--- src/design/mbps_pkg.sv ---
package mbps_pkg;

    typedef struct packed {
        logic [7:0] data_byte;
        logic       last_byte;
    } in_word_t;

    typedef struct packed {
        logic        found;
        logic [63:0] match_address;
    } out_word_t;

    // Control and compare operands handed to one window cell.
    typedef struct packed {
        logic       shift;
        logic       active;
        logic       care;
        logic [7:0] pattern;
    } cell_ctrl_t;

    localparam int CFG_INDEX_W = 3;

    typedef enum logic [CFG_INDEX_W-1:0] {
        CFG_PATTERN_LOW    = 3'd0,
        CFG_PATTERN_HIGH   = 3'd1,
        CFG_CARE_MASK      = 3'd2,
        CFG_PATTERN_LENGTH = 3'd3,
        CFG_REGION_BASE    = 3'd4
    } cfg_index_t;

endpackage

--- src/design/mbps_cell.sv ---
module mbps_cell (
    input  logic                   clk,
    input  mbps_pkg::cell_ctrl_t   ctrl,
    input  logic [7:0]             byte_in,
    output logic [7:0]             byte_out,
    output logic                   ok
);
    import mbps_pkg::*;

    logic [7:0] byte_reg;

    always_ff @(posedge clk)
    begin
        if (ctrl.shift)
        begin
            byte_reg <= byte_in;
        end
    end

    assign byte_out = byte_reg;

    // A cell beyond the used length or under a wildcard always agrees.
    assign ok = !ctrl.active || !ctrl.care || (byte_reg == ctrl.pattern);

endmodule

--- src/design/mbps_chain.sv ---
module mbps_chain #(
    parameter int PATTERN_MAX = 16
) (
    input  logic                        clk,
    input  logic                        shift,
    input  logic [7:0]                  data_byte,
    input  logic [PATTERN_MAX-1:0][7:0] pattern,
    input  logic [PATTERN_MAX-1:0]      care,
    input  logic [4:0]                  len,
    output logic                        hit
);
    import mbps_pkg::*;

    localparam int IDX_W = (PATTERN_MAX > 1) ? $clog2(PATTERN_MAX) : 1;

    logic [PATTERN_MAX-1:0][7:0] link;
    logic [PATTERN_MAX-1:0]      ok_vec;

    genvar k;
    generate
        for (k = 0; k < PATTERN_MAX; k++)
        begin : g_cell
            cell_ctrl_t ctrl;
            logic [4:0] idx_full;
            logic [IDX_W-1:0] idx;
            logic [7:0] byte_in;

            // Cell k holds the byte k places back, which lines up with
            // pattern byte len-1-k.
            assign idx_full = len - 5'(k) - 5'd1;
            assign idx      = idx_full[IDX_W-1:0];

            always_comb
            begin
                ctrl.shift   = shift;
                ctrl.active  = (5'(k) < len);
                ctrl.care    = ctrl.active ? care[idx] : 1'b0;
                ctrl.pattern = ctrl.active ? pattern[idx] : 8'd0;
            end

            if (k == 0)
            begin : g_head
                assign byte_in = data_byte;
            end
            else
            begin : g_body
                assign byte_in = link[k-1];
            end

            mbps_cell u_cell (
                .clk      (clk),
                .ctrl     (ctrl),
                .byte_in  (byte_in),
                .byte_out (link[k]),
                .ok       (ok_vec[k])
            );
        end
    endgenerate

    assign hit = &ok_vec;

endmodule

--- src/design/masked_byte_pattern_scan.sv ---
// Masked byte pattern scan.
// The src channel takes one word per byte of a memory region, in ascending
// address order, with last_byte set on the final byte. Words move on a rising
// edge with valid high and stall low. The block searches the region for the
// configured pattern (up to PATTERN_MAX bytes, wildcards where care_mask is
// clear) and gives at most one dst word per region: found with the address
// of the first match, or not found (address 0) after the last byte. Bytes
// after a match give nothing; the last byte arms the block for the next region.
// Throughput is one byte per cycle unless src stalls: the window is a row of
// cells that shift together, and each cell compares its byte in parallel with
// the others. Stage two registers the compare with offset subtract, stage three
// adds the base address. Configuration goes through the cfg channel (always
// ready); the user writes it only while no region is in flight, unchecked by
// the block. When dst stalls, the result waits in the output register and the
// pipeline keeps filling; src stall rises once every stage is occupied. Reset
// clears the byte counter, the match flag and all pipeline valids.
module masked_byte_pattern_scan #(
    parameter int PATTERN_MAX = 16
) (
    input  logic                                  clk,
    input  logic                                  rst_n,
    input  logic                                  src_valid,
    output logic                                  src_stall,
    input  mbps_pkg::in_word_t                    src_word,
    output logic                                  dst_valid,
    input  logic                                  dst_stall,
    output mbps_pkg::out_word_t                   dst_word,
    input  logic                                  cfg_valid,
    output logic                                  cfg_ready,
    input  logic [mbps_pkg::CFG_INDEX_W-1:0]      cfg_index,
    input  logic [63:0]                           cfg_data
);
    import mbps_pkg::*;

    localparam logic [63:0] COUNT_MAX = '1;

    logic [63:0] pattern_low_reg;
    logic [63:0] pattern_high_reg;
    logic [15:0] care_mask_reg;
    logic [4:0]  pattern_length_reg;
    logic [63:0] region_base_reg;

    logic [4:0]   len_used;
    logic [127:0] pattern_full;

    logic        src_accept;
    logic [63:0] count_reg;
    logic [63:0] count_next;
    logic        ge_next;

    logic        s1_valid_reg;
    logic        s1_last_reg;
    logic        s1_ge_reg;
    logic [63:0] s1_count_reg;
    logic        s1_fire;
    logic        window_hit;
    logic        hit;
    logic        not_found;

    logic        rep_reg;

    logic        s2_valid_reg;
    logic        s2_found_reg;
    logic [63:0] s2_off_reg;
    logic        s2_ready;

    logic        out_ready;
    logic        dst_valid_reg;
    out_word_t   dst_word_reg;

    // Configuration registers.
    assign cfg_ready = 1'b1;

    always_ff @(posedge clk or negedge rst_n)
    begin
        if (!rst_n)
        begin
            pattern_low_reg    <= '0;
            pattern_high_reg   <= '0;
            care_mask_reg      <= 16'hFFFF;
            pattern_length_reg <= 5'd1;
            region_base_reg    <= '0;
        end
        else if (cfg_valid && cfg_ready)
        begin
            case (cfg_index)
                CFG_PATTERN_LOW:    pattern_low_reg    <= cfg_data;
                CFG_PATTERN_HIGH:   pattern_high_reg   <= cfg_data;
                CFG_CARE_MASK:      care_mask_reg      <= cfg_data[15:0];
                CFG_PATTERN_LENGTH: pattern_length_reg <= cfg_data[4:0];
                CFG_REGION_BASE:    region_base_reg    <= cfg_data;
                default:            ;
            endcase
        end
    end

    always_comb
    begin
        if (pattern_length_reg == 5'd0)
        begin
            len_used = 5'd1;
        end
        else if (pattern_length_reg > 5'(PATTERN_MAX))
        begin
            len_used = 5'(PATTERN_MAX);
        end
        else
        begin
            len_used = pattern_length_reg;
        end
    end

    assign pattern_full = {pattern_high_reg, pattern_low_reg};

    // Handshake chain: a stage may load when it is empty or draining.
    assign out_ready  = !dst_valid_reg || !dst_stall;
    assign s2_ready   = !s2_valid_reg || out_ready;
    assign s1_fire    = s1_valid_reg && s2_ready;
    assign src_stall  = s1_valid_reg && !s2_ready;
    assign src_accept = src_valid && !src_stall;

    // Stage one: window shift and saturating byte count.
    assign count_next = (count_reg == COUNT_MAX) ? count_reg : count_reg + 64'd1;
    assign ge_next    = (|count_next[63:5]) || (count_next[4:0] >= len_used);

    always_ff @(posedge clk or negedge rst_n)
    begin
        if (!rst_n)
        begin
            count_reg    <= '0;
            s1_valid_reg <= 1'b0;
        end
        else
        begin
            if (src_accept)
            begin
                count_reg    <= src_word.last_byte ? 64'd0 : count_next;
                s1_valid_reg <= 1'b1;
            end
            else if (s1_fire)
            begin
                s1_valid_reg <= 1'b0;
            end
        end
    end

    always_ff @(posedge clk)
    begin
        if (src_accept)
        begin
            s1_last_reg  <= src_word.last_byte;
            s1_ge_reg    <= ge_next;
            s1_count_reg <= count_next;
        end
    end

    mbps_chain #(
        .PATTERN_MAX (PATTERN_MAX)
    ) u_chain (
        .clk       (clk),
        .shift     (src_accept),
        .data_byte (src_word.data_byte),
        .pattern   (pattern_full[8*PATTERN_MAX-1:0]),
        .care      (care_mask_reg[PATTERN_MAX-1:0]),
        .len       (len_used),
        .hit       (window_hit)
    );

    // Stage two: match decision, in byte order, so the reported flag is exact.
    assign hit       = !rep_reg && s1_ge_reg && window_hit;
    assign not_found = !rep_reg && s1_last_reg && !hit;

    always_ff @(posedge clk or negedge rst_n)
    begin
        if (!rst_n)
        begin
            rep_reg      <= 1'b0;
            s2_valid_reg <= 1'b0;
        end
        else
        begin
            if (s1_fire)
            begin
                s2_valid_reg <= hit || not_found;
                if (s1_last_reg)
                begin
                    rep_reg <= 1'b0;
                end
                else if (hit)
                begin
                    rep_reg <= 1'b1;
                end
            end
            else if (out_ready)
            begin
                s2_valid_reg <= 1'b0;
            end
        end
    end

    always_ff @(posedge clk)
    begin
        if (s1_fire)
        begin
            s2_found_reg <= hit;
            s2_off_reg   <= s1_count_reg - {59'd0, len_used};
        end
    end

    // Stage three: output register with the base address added.
    always_ff @(posedge clk or negedge rst_n)
    begin
        if (!rst_n)
        begin
            dst_valid_reg <= 1'b0;
        end
        else if (out_ready)
        begin
            dst_valid_reg <= s2_valid_reg;
        end
    end

    always_ff @(posedge clk)
    begin
        if (out_ready && s2_valid_reg)
        begin
            dst_word_reg.found         <= s2_found_reg;
            dst_word_reg.match_address <= s2_found_reg ? region_base_reg + s2_off_reg : 64'd0;
        end
    end

    assign dst_valid = dst_valid_reg;
    assign dst_word  = dst_word_reg;

    a_not_found_zero : assert property (@(posedge clk) disable iff (!rst_n)
        dst_valid && !dst_word.found |-> dst_word.match_address == 64'd0)
        else $error("not-found word carries a nonzero address");

    a_stall_needs_full : assert property (@(posedge clk) disable iff (!rst_n)
        src_stall |-> s1_valid_reg && s2_valid_reg && dst_valid_reg)
        else $error("src stalled with a free pipeline stage");

    a_miss_only_on_last : assert property (@(posedge clk) disable iff (!rst_n)
        s1_fire && !s1_last_reg |=> !s2_valid_reg || s2_found_reg)
        else $error("not-found result from a byte that is not the last");

    a_hit_sets_flag : assert property (@(posedge clk) disable iff (!rst_n)
        s1_fire && hit && !s1_last_reg |=> rep_reg)
        else $error("match did not mark the region as reported");

endmodule
--- config.mk ---
export PLATFORM = sky130hd
export DESIGN_NAME = masked_byte_pattern_scan
export DESIGN_NICKNAME = d
export VERILOG_FILES = /design/src/design/mbps_pkg.sv /design/src/design/mbps_cell.sv /design/src/design/mbps_chain.sv /design/src/design/masked_byte_pattern_scan.sv
export SDC_FILE = /design/constraint.sdc
export NUM_CORES = 1
export LEC_CHECK = 0
export BUFFER_PORTS_ARGS = -buffer_cell sky130_fd_sc_hd__buf_2
export CORE_UTILIZATION = 40
export CTS_BUF_LIST = sky130_fd_sc_hd__clkbuf_8
export DETAILED_ROUTE_END_ITERATION = 6
export GPL_TIMING_DRIVEN = 0
export PLACE_DENSITY = 0.52
export SKIP_CTS_REPAIR_TIMING = 1
export SYNTH_ARGS = -nofsm -noshare
export SYNTH_HDL_FRONTEND = slang
export SYNTH_SLANG_ARGS = --single-unit
export TNS_END_PERCENT = 10
--- constraint.sdc ---
create_clock -name clk -period 7.4 [get_ports clk]
set_input_delay 0.74 -clock clk [delete_from_list [all_inputs] [get_ports clk]]
set_output_delay 0.74 -clock clk [all_outputs]
set_load 0.1 [all_outputs]
==> run_results.csv <==
group,metric,value,unit
status,status,"finished clean",
cts,cts_made_buffers,106,
grt,grt_pass1_wl,217000,µm
floorplan,design.core.area,0.0918,mm²
floorplan,die_y,307,µm
cts,cts_tree,"built",
detailed_routing,first_iter_violations,2765,
timing,slew_viol_final,0,
run,max_cap_violations,0,
worst_setup_path,cp-end-kind,"register",
timing,max_freq,0.139,GHz
floorplan,start_util,40.4,%
floorplan,die_area,0.0940,mm²
layout,final_cell_mix,"edfxtp_1 (324), dfrtp_1 (264), mux2_2 (230), nand2_1 (219), mux2i_1 (211)",
yosys,syn-num-nets,3352,
timing,tns,0,ns
grt,antenna_found_initial,15,
timing,hold_ws,0.151,ns
floorplan,die_x,307,µm
cts,clk_latency,0.79,ns
power,irDropWorstVdd,181,µV
detailed_routing,postRouteAntennaNets,0,
layout,final_common_cell,"edfxtp_1",
cts,cts_buffer_depth,3,
place,gp_congestion,1.05,
timing,worstMarginPinSlew,1.43,ns
power,leakage,17.0,nW
worst_setup_path,worstPathMaxFanout,19,
layout,stdcell_count,4799,
layout,area_delta_synth_final,13.3,%
detailed_routing,via_count,29100,
timing,rsz0062_at_grt,"no",
floorplan,num_io_pins,149,
worst_setup_path,startpoint_type,"register",
detailed_routing,drc,0,
power,finalPower,0.0151,W
worst_setup_path,crit_required,8.06,ns
detailed_routing,avgViaCountPerCell,6.07,
cts,clock_sinks,605,
layout,layout-drive-gt1-share,22.1,%
yosys,seq_area_frac_synth,45.2,%
hold_path,hp-class,"in2reg",
timing,finalCritPeriodShare,97.1,%
grt,grt.overflow.total,0,
timing,slew_headroom,3.83,%
worst_setup_path,cp.arrival,7.84,ns
grt,track_usage,32.8,%
detailed_routing,routedWlPerCell,32.4,µm
timing,period_needed,7.19,ns
detailed_routing,drt_first_pass_iters,7,
yosys,ys_types,89,
layout,largest_register_ffs,128,
yosys,synthArstFlopShare,46.4,%
yosys,synth-seq-cells,605,
grt,grt_max_degree,129,
timing,fin_skew,0.0572,ns
timing,final_hold_viol_count,0,
timing,finalSetupViolCount,0,
yosys,syn_area,0.0371,mm²
yosys,synth_edf_count,324,
detailed_routing,totalWireLength,155000,µm
cts,ctsHtreeMaxLevel,3,
yosys,yosysWarningCount,0,
floorplan,rows,111,
cts,clk_pin_slew,0.06,ns
place,post-dp-hpwl,124000,µm
yosys,avgSynthCellArea,11.6,µm²
grt,grt_pass1_vias,28800,
place,portBuffers,147,
layout,post-route-util,45.8,%
layout,nets,3617,
cts,cts-root-buf,"clkbuf_8",
place,dpl.cell_count,4587,
yosys,synthFlopType,"edfxtp_1",
yosys,synthCells,3190,
worst_setup_path,path_class,"reg2reg",
power,powerDensity,360,mW/mm²
cell usage after synthesis, drive strengths merged, types with 10 or more instances:
cell type	n	area, µm²
a22o	45	394
dfstp	17	447
nor2	142	541
xnor2	145	1270
a211oi	11	82.6
edfxtp	324	9730
o21ai	127	636
o211ai	10	75.1
and2	55	344
mux2i	212	2130
o21a	14	105
a21o	54	405
a21oi	123	616
nand3	72	360
or3	18	113
and4	13	114
inv	60	225
mux2	230	2590
a221oi	28	245
mux4	129	2910
nand4	52	325
and3	54	338
or4	11	86.3
nor3	61	305
nand3b	12	90.1
o31ai	25	188
a31oi	28	175
nand2b	26	163
nand2	219	822
xor2	126	1100
nor2b	19	119
o22ai	24	150
buf	53	303
ha	79	988
clkbuf	109	409
nor4	37	244
dfrtp	264	6610
a22oi	46	345
metrics by stage:
stage	cell area [µm²]	setup slack, ns
2_1_floorplan	37100	1.20
3_3_place_gp	39400	-1.72
3_5_place_dp	39600	-1.66
4_1_cts	41800	-1.72
5_1_grt	42100	0.0792
6_report	42100	0.213
kinds of logic after synthesis:
group	count (synthesis)	synth area share [%]
flip-flops	605	45.2
other	1	0.0101
buffers and inverters	227	2.58
AND/OR/NAND/NOR	823	11.4
multiplexers	571	20.5
AO/OA/AOI/OAI	609	11.0
adder cells (fa/ha/maj)	83	2.82
XOR/XNOR	271	6.39
cell type report:
| class | instances | area, µm² |
|---|---|---|
| Fill cell | 8550 | 49700 |
| Inverter | 65 | 267 |
| Sequential cell | 605 | 16800 |
| Timing Repair Buffer | 164 | 968 |
| Buffer | 155 | 712 |
| Multi-Input combinational cell | 2358 | 19600 |
| Tap cell | 1243 | 1560 |
| Clock buffer | 125 | 1720 |
| Antenna cell | 10 | 25.0 |
| Clock inverter | 74 | 465 |
worst paths after layout:
kind	slack, ns	depth (start not counted)	to	start
max in group asynchronous	5.36	4	pattern_low_reg[3]	rst_n
max	0.21	18	rep_reg	pattern_length_reg[4]
max reg2reg	0.21	18	rep_reg	pattern_length_reg[4]
min in group asynchronous	0.49	2	region_base_reg[41]	rst_n
min	0.15	2	s1_valid_reg	src_valid
min reg2reg	0.46	0	u_chain.g_cell[14].u_cell.byte_out[2]	u_chain.g_cell[13].u_cell.byte_out[2]
worst max-delay path, cell delays in order (launching register included):
cell and delay, ns:
dfrtp_1 0.36, buf_4 0.17, nor2b_1 0.11, buf_2 0.30, buf_4 0.33, buf_6 0.31, clkbuf_4 0.38, clkbuf_4 0.39
ha_2 0.51, buf_2 0.52, mux4_2 0.66, o22ai_1 0.34, xnor2_1 0.16, nand4_1 0.13, o311ai_1 0.52, o221ai_1 0.22
or4_1 0.59, or4_4 0.65, o41ai_2 0.36
metal layers:
layer / vias up / GRT usage (%) / routed length [µm]
met5: - / 0 / 45
met4: 8 / 18.9 / 10700
met2: 1174 / 55.8 / 75500
met3: 338 / 6.15 / 9480
li1: 12800 / - / -
met1: 14900 / 38.9 / 59600
power by group:
group	total [W]	internal (W)	leakage (nW)	switching, W
Combinational	0.00725	0.00259	9.07	0.00466
Clock	0.00317	0.00171	1.28	0.00145
Sequential	0.00472	0.00409	6.67	0.000633
(Power assumes the default switching activity.)
